## config.mk

```make
export PLATFORM = sky130hd
export DESIGN_NAME = ldpi_ctrl
export DESIGN_NICKNAME = d
export VERILOG_FILES = /design/src/rtl/ldpi_pkg.sv /design/src/rtl/ldpi_ctrl.sv
export SDC_FILE = /design/constraint.sdc
export NUM_CORES = 1
export LEC_CHECK = 0
export BUFFER_PORTS_ARGS = -buffer_cell sky130_fd_sc_hd__buf_2
export CELL_PAD_IN_SITES_DETAIL_PLACEMENT = 1
export CELL_PAD_IN_SITES_GLOBAL_PLACEMENT = 1
export CORE_AREA = 2 2 39 41
export CTS_CLUSTER_DIAMETER = 200
export DETAILED_ROUTE_END_ITERATION = 16
export DIE_AREA = 0 0 41 43
export PLACE_DENSITY_LB_ADDON = 0.1
export RECOVER_POWER = 100
export SETUP_SLACK_MARGIN = 0.4
export SYNTH_ARGS = -nofsm -noshare
export SYNTH_HDL_FRONTEND = slang
export SYNTH_SLANG_ARGS = --single-unit
export TNS_END_PERCENT = 50
```

## constraint.sdc

```tcl
create_clock -name clk -period 1.6 [get_ports clk]
set_input_delay 0.08 -clock clk [delete_from_list [all_inputs] [get_ports clk]]
set_output_delay 0.08 -clock clk [all_outputs]
set_load 0.02 [all_outputs]
```

## src/rtl/ldpi_pkg.sv

```systemverilog
// ----------------------------------------------------------------------------
// ldpi_pkg
// Shared types and constants for the log-domain parameter interpolator.
// ----------------------------------------------------------------------------
package ldpi_pkg;

  // Parameter vector depth and element index width
  localparam int ORDER  = 8;
  localparam int ELEM_W = (ORDER > 1) ? $clog2(ORDER) : 1;

  // Table geometry
  localparam int TABLE_DEPTH = 256;
  localparam int TADDR_W     = 8;

  // Arithmetic widths
  localparam int WORD_W = 16;
  localparam int ACC_W  = 18;   // rate and log-sum, signed
  localparam int HALF_W = 15;   // |diff| >> 1

  localparam logic [ACC_W-1:0]  RATE_BIAS  = ACC_W'(18'h80);
  localparam logic [WORD_W-1:0] CLAMP_HIGH = WORD_W'(16'd255);

  // Item kinds carried in s_tuser
  typedef enum logic [1:0] {
    MODE_LOAD_LOG  = 2'd0,
    MODE_LOAD_ALOG = 2'd1,
    MODE_SNAP      = 2'd2,
    MODE_STEP      = 2'd3
  } mode_t;

  // Controller to datapath commands
  typedef struct packed {
    logic capture;   // take the input beat, start log(duration) read
    logic rd_idx;    // latch log(duration), start log(idx) read
    logic rd_mag;    // form rate, start log(|diff|/2) read
    logic rd_alog;   // form log-sum, start antilog read
    logic finish;    // commit state, load output register
  } cmd_t;

  // Datapath to controller status
  typedef struct packed {
    logic in_step;   // beat on the input is a step with a valid element
    logic out_free;  // output register can take a result this cycle
  } status_t;

endpackage

```

## src/rtl/ldpi_ctrl.sv

```systemverilog
// ----------------------------------------------------------------------------
// ldpi_ctrl
// Sequencer: walks a step through its four chained table reads; other beats go straight to the commit.
// ----------------------------------------------------------------------------
module ldpi_ctrl (
  input  logic              clk,
  input  logic              rst,
  input  logic              s_tvalid,
  output logic              s_tready,
  input  ldpi_pkg::status_t status,
  output ldpi_pkg::cmd_t    cmd
);
  import ldpi_pkg::*;

  typedef enum logic [4:0] {
    ST_IDLE = 5'b00001,
    ST_IDX  = 5'b00010,
    ST_MAG  = 5'b00100,
    ST_ALOG = 5'b01000,
    ST_FIN  = 5'b10000
  } state_t;

  state_t state, state_next;

  always_ff @(posedge clk) begin
    if (rst) begin
      state <= ST_IDLE;
    end else begin
      state <= state_next;
    end
  end

  always_comb begin
    state_next = state;
    cmd        = '0;
    s_tready   = 1'b0;
    unique case (state)
      ST_IDLE: begin
        // no beat is taken while reset is held
        s_tready = !rst;
        if (s_tvalid && !rst) begin
          cmd.capture = 1'b1;
          state_next  = status.in_step ? ST_IDX : ST_FIN;
        end
      end
      ST_IDX: begin
        cmd.rd_idx = 1'b1;
        state_next = ST_MAG;
      end
      ST_MAG: begin
        cmd.rd_mag = 1'b1;
        state_next = ST_ALOG;
      end
      ST_ALOG: begin
        cmd.rd_alog = 1'b1;
        state_next  = ST_FIN;
      end
      ST_FIN: begin
        if (status.out_free) begin
          cmd.finish = 1'b1;
          state_next = ST_IDLE;
        end
      end
      default: begin
        state_next = ST_IDLE;
      end
    endcase
  end

endmodule

```

Word-level counts from Yosys, hierarchy flattened
Index checks and enable logic that the tools add are counted.
{ "op_classes": {"eq_ne": 7, "mux": 12, "n_reduce_logical": 3} }
{ "ops": {"columns": ["op", "n"], "rows": [
  ["5-bit case mux with 5 select lines", 1],
  ["5-bit 2-to-1 mux", 3],
  ["1-bit 2-to-1 mux", 8],
  ["5-bit by 1-bit == test with 1-bit output (second input constant)", 1],
  ["5-bit by 2-bit == test with 1-bit output (second input constant)", 1],
  ["5-bit by 3-bit == test with 1-bit output (second input constant)", 1],
  ["5-bit by 4-bit == test with 1-bit output (second input constant)", 1],
  ["5-bit == test (second input constant)", 1],
  ["2-bit inequality test (second input constant)", 2],
  ["2-bit AND reduction", 1],
  ["1-bit logical AND", 1],
  ["1-bit zero test", 1]
]} }
{ "word_totals": {"ff_bits": 5, "inputBits": 5, "word_cells": 23} }

Longest topological paths before layout
{ "logic_depth": {"ltp_word": 4, "mapped_depth": 4, "depth_no_buf": 4} }

Least setup slack after synthesis
OpenSTA, ideal clock, no wires.
{ "synth_path": {"path_kind": "register to output", "start": "reg state[1]", "end": "out cmd[0] (netlist name)", "arrival_time_ps": 1388, "t_required_ps": 1520, "slack_ps": 132, "stages_incl_launch_ff": 3, "n_path_buf": 0, "cell_sequence": "dfxtp_1 > nor3_1 > nor4b_1"} }
{ "synth_lines": {"columns": ["element", "line_no", "text"], "rows": [
  ["from (decl)", "ldpi_ctrl.sv:23", "state_t state, state_next;"],
  ["from (signal assigned)", "ldpi_ctrl.sv:29", "state <= state_next;"],
  ["to (decl)", "ldpi_ctrl.sv:11", "output ldpi_pkg::cmd_t cmd"]
]} }

==> summary.md <==
| Metric | Value |
|---|---|
| Detail Route Antenna Nets | `0` |
| Hold Crit Class | `in2reg` |
| Hold depth | `2` |
| Die Width | `41 um` |
| Total Wirelength | `813 um` |
| Drt first-iter violations | `1` |
| Clock Skews | `0.00130 ns` |
| Layout Cells excl Fill | `67` |
| Sw frac | `0.259` |
| Status | `finished, final reports clean` |
| Reg2Reg Depth | `4` |
| Vias in the first global route | `327` |
| Max reg flops | `5` |
| Largest net degree at the start of global routing | `7` |
| Vias | `306` |
| Ant. Diodes | `0` |
| Hold EP | `state[4]` |
| Syn Inst Count | `33` |
| Synth warn | `0` |
| Worst flop-to-flop path endpoint | `state[0]` |
| Int Pwr | `around 250 uW` |
| Area grow syn2layout | `64.2%` |
| Worst setup EP type | `output pin` |
| Total negative slack | `0 ns` |
| Clock slew at reported path FFs | `about 0.040 ns` |
| Overflow after GRT | `0` |
| Fmax | `730 MHz` |
| Period utilization | `0.857` |
| # IOs | `11` |
| Mapped cell area | `273 sq um` |
| Full die area | `1760 sq um` |
| Share of Yosys cell area claimed by the top area cell type | `0.367` |
| Commonest non-fill, non-tap cells in the layout | `buf_2, buf_4, nor2_1` |
| Pre-antenna DRT Iters | `2` |
| NetSw | `a little under 90 uW` |
| Reg with most FFs | `state` |
| DRC viols | `0` |
| Unrepaired setup endpoints after global routing | `yes` |
| Initial Util | `0.197` |
| Yosys top cell by area | `dfxtp_1` |
| Input/output buffers | `10` |
| Die Y | `43 um` |
| Worst Path Arrival | `~1.3 ns` |
| Gpl congestion | `roughly 0.76` |
| Root Buffer | `clkbuf_4` |
| Share of cells above drive strength 1 | `0.412` |
| Syn nets | `38` |
| Max-slew headroom | `0.830` |
| Clk Latency, worst-skew pair | `roughly 0.25 ns` |
| Most area-consuming cells after synthesis | `dfxtp_1, nor2_1, nor4b_2` |
| Part of the Yosys area used for sequential elements | `0.367` |
| R2R setup slack | `0.28 ns` |
| R2R Path Start | `state[1]` |
| Core area | `between 1000 and 1500 sq um` |
| Hold buffer count at cts | `0` |
| First-pass GRT wire length | `approximately 1400 um` |
| Pwr/cell area | `750 nW/um^2` |
| CP Launch Type | `flip-flop` |
| Bufs on Longest Clock Path | `2` |
| Max_cap viols | `0` |
| Initial antenna violation count | `0` |
| Peak supply drop | `0.287 mV` |
| Site row count | `14` |
| Combinational share of power | `0.161` |
| H-tree Lvls | `1` |
| Post-route setup slack | `0.229 ns` |
| Worst Max-Slew Pin Slew | `0.255 ns` |
| Maximum fanout along the worst path | `4` |
| TritonCTS buffer count | `3` |
| Final nets | `between 50 and 60` |
| Clock Power Share | `0.444` |
| DR vias/cell | `4.57` |
| Leak | `0.000204 uW` |
| Cells after DPL | `59` |
| #FFs+latches synth | `5` |
| Fin crit period | `1.37 ns` |
| Crit path required time | `1.52 ns` |
| CTS tree | `yes` |
| Syn avg cell area | `8.27 sq um` |
| Max Slew Vio Count | `0` |
| Seq pwr share | `0.395` |
| DP Worst Slack | `approximately 0.25 ns` |
| Final setup violation count | `0` |
| Clock sinks | `5` |
| HP Start | `status[1]` |
| Kind of critical path | `reg2out` |
| Final hold vios | `0` |
| Final HPWL DP | `571 um` |
| GRT Overall Usage | `0.124` |
| WL per Instance | `12.1 um` |
| Netlist cell types | `20` |
| Top Registers | `state: 5 flops` |
==> metal layers <==
layer	global-route usage	wire, um	vias to the layer above
li1	-	-	154
met1	0.142	345	141
met2	0.169	408	9
met3	0.0681	44	2
met4	0.0800	14	0
met5	0	0	-
==> metrics by stage <==
stage	cell area (sq um)	util	hold slack [ns]	total power, uW
4_1_cts	439	0.317	0.0255	339
5_1_grt	448	0.324	0.0453	359
3_5_place_dp	349	0.252	0.299	177
2_1_floorplan	279	-	0.152	160
6_report	448	0.324	0.0299	336
3_3_place_gp	349	0.252	0.289	176
==> worst max-delay path by stage <==
stage	cells past startpoint	to	slack [ns]	startpoint
6_report	4	cmd[4]	0.23	state[1]
5_1_grt	4	cmd[4]	0.12	state[1]
4_1_cts	4	cmd[4]	0.26	state[2]
3_5_place_dp	3	state[0]	0.25	state[1]
3_3_place_gp	3	state[0]	0.27	state[1]
2_1_floorplan	3	state[0]	0.35	state[1]
==> cell type report <==
class	count	area, sq um
clock buffer	4	26.3
fill	178	936
inverter	3	11.3
multi-input combinational	25	189
sequential	5	109
tap	16	20.0
timing repair buffer	14	92.6
==> Yosys cell counts (all sizes together) <==
master / count
dfxtp: 5
nor2: 4
and2: 3
inv: 3
nor2b: 2
nor3: 2
nor4b: 2
o21ai: 2
a221o: 1
a31oi: 1
a32oi: 1
and3: 1
nand2: 1
nand3: 1
nand3b: 1
nor3b: 1
nor4: 1
xor2: 1
==> worst max-delay path: stages, from the launching register on <==
cell and delay [ns]:
dfxtp_1 0.35, nor4b_4 0.31, nand3_1 0.16, inv_1 0.11, buf_6 0.12
==> power by group through the flow <==
stage | Clock, uW | Sequential [uW] | Combinational (uW)
5_1_grt | 166 | 134 | 59.7
6_report | 149 | 133 | 54.1
2_1_floorplan | 0 | 135 | 25.3
3_5_place_dp | 0 | 137 | 40.1
4_1_cts | 155 | 135 | 49.8
3_3_place_gp | 0 | 137 | 39.7
==> logic make-up after synthesis <==
family	Yosys count	synth area share
AND/OR/NAND/NOR	19	0.431
AO/OA/AOI/OAI	5	0.128
flip-flops	5	0.367
buffers and inverters	3	0.0413
XOR/XNOR	1	0.0321
==> timing repair <==
item                                    in CTS  in global routing
endpoints found under the setup margin       7                  7
gates resized for setup                     16                  4
pin swaps                                    3                  4
setup buffers                                2                  2
Power figures use the tool's default switching activity.
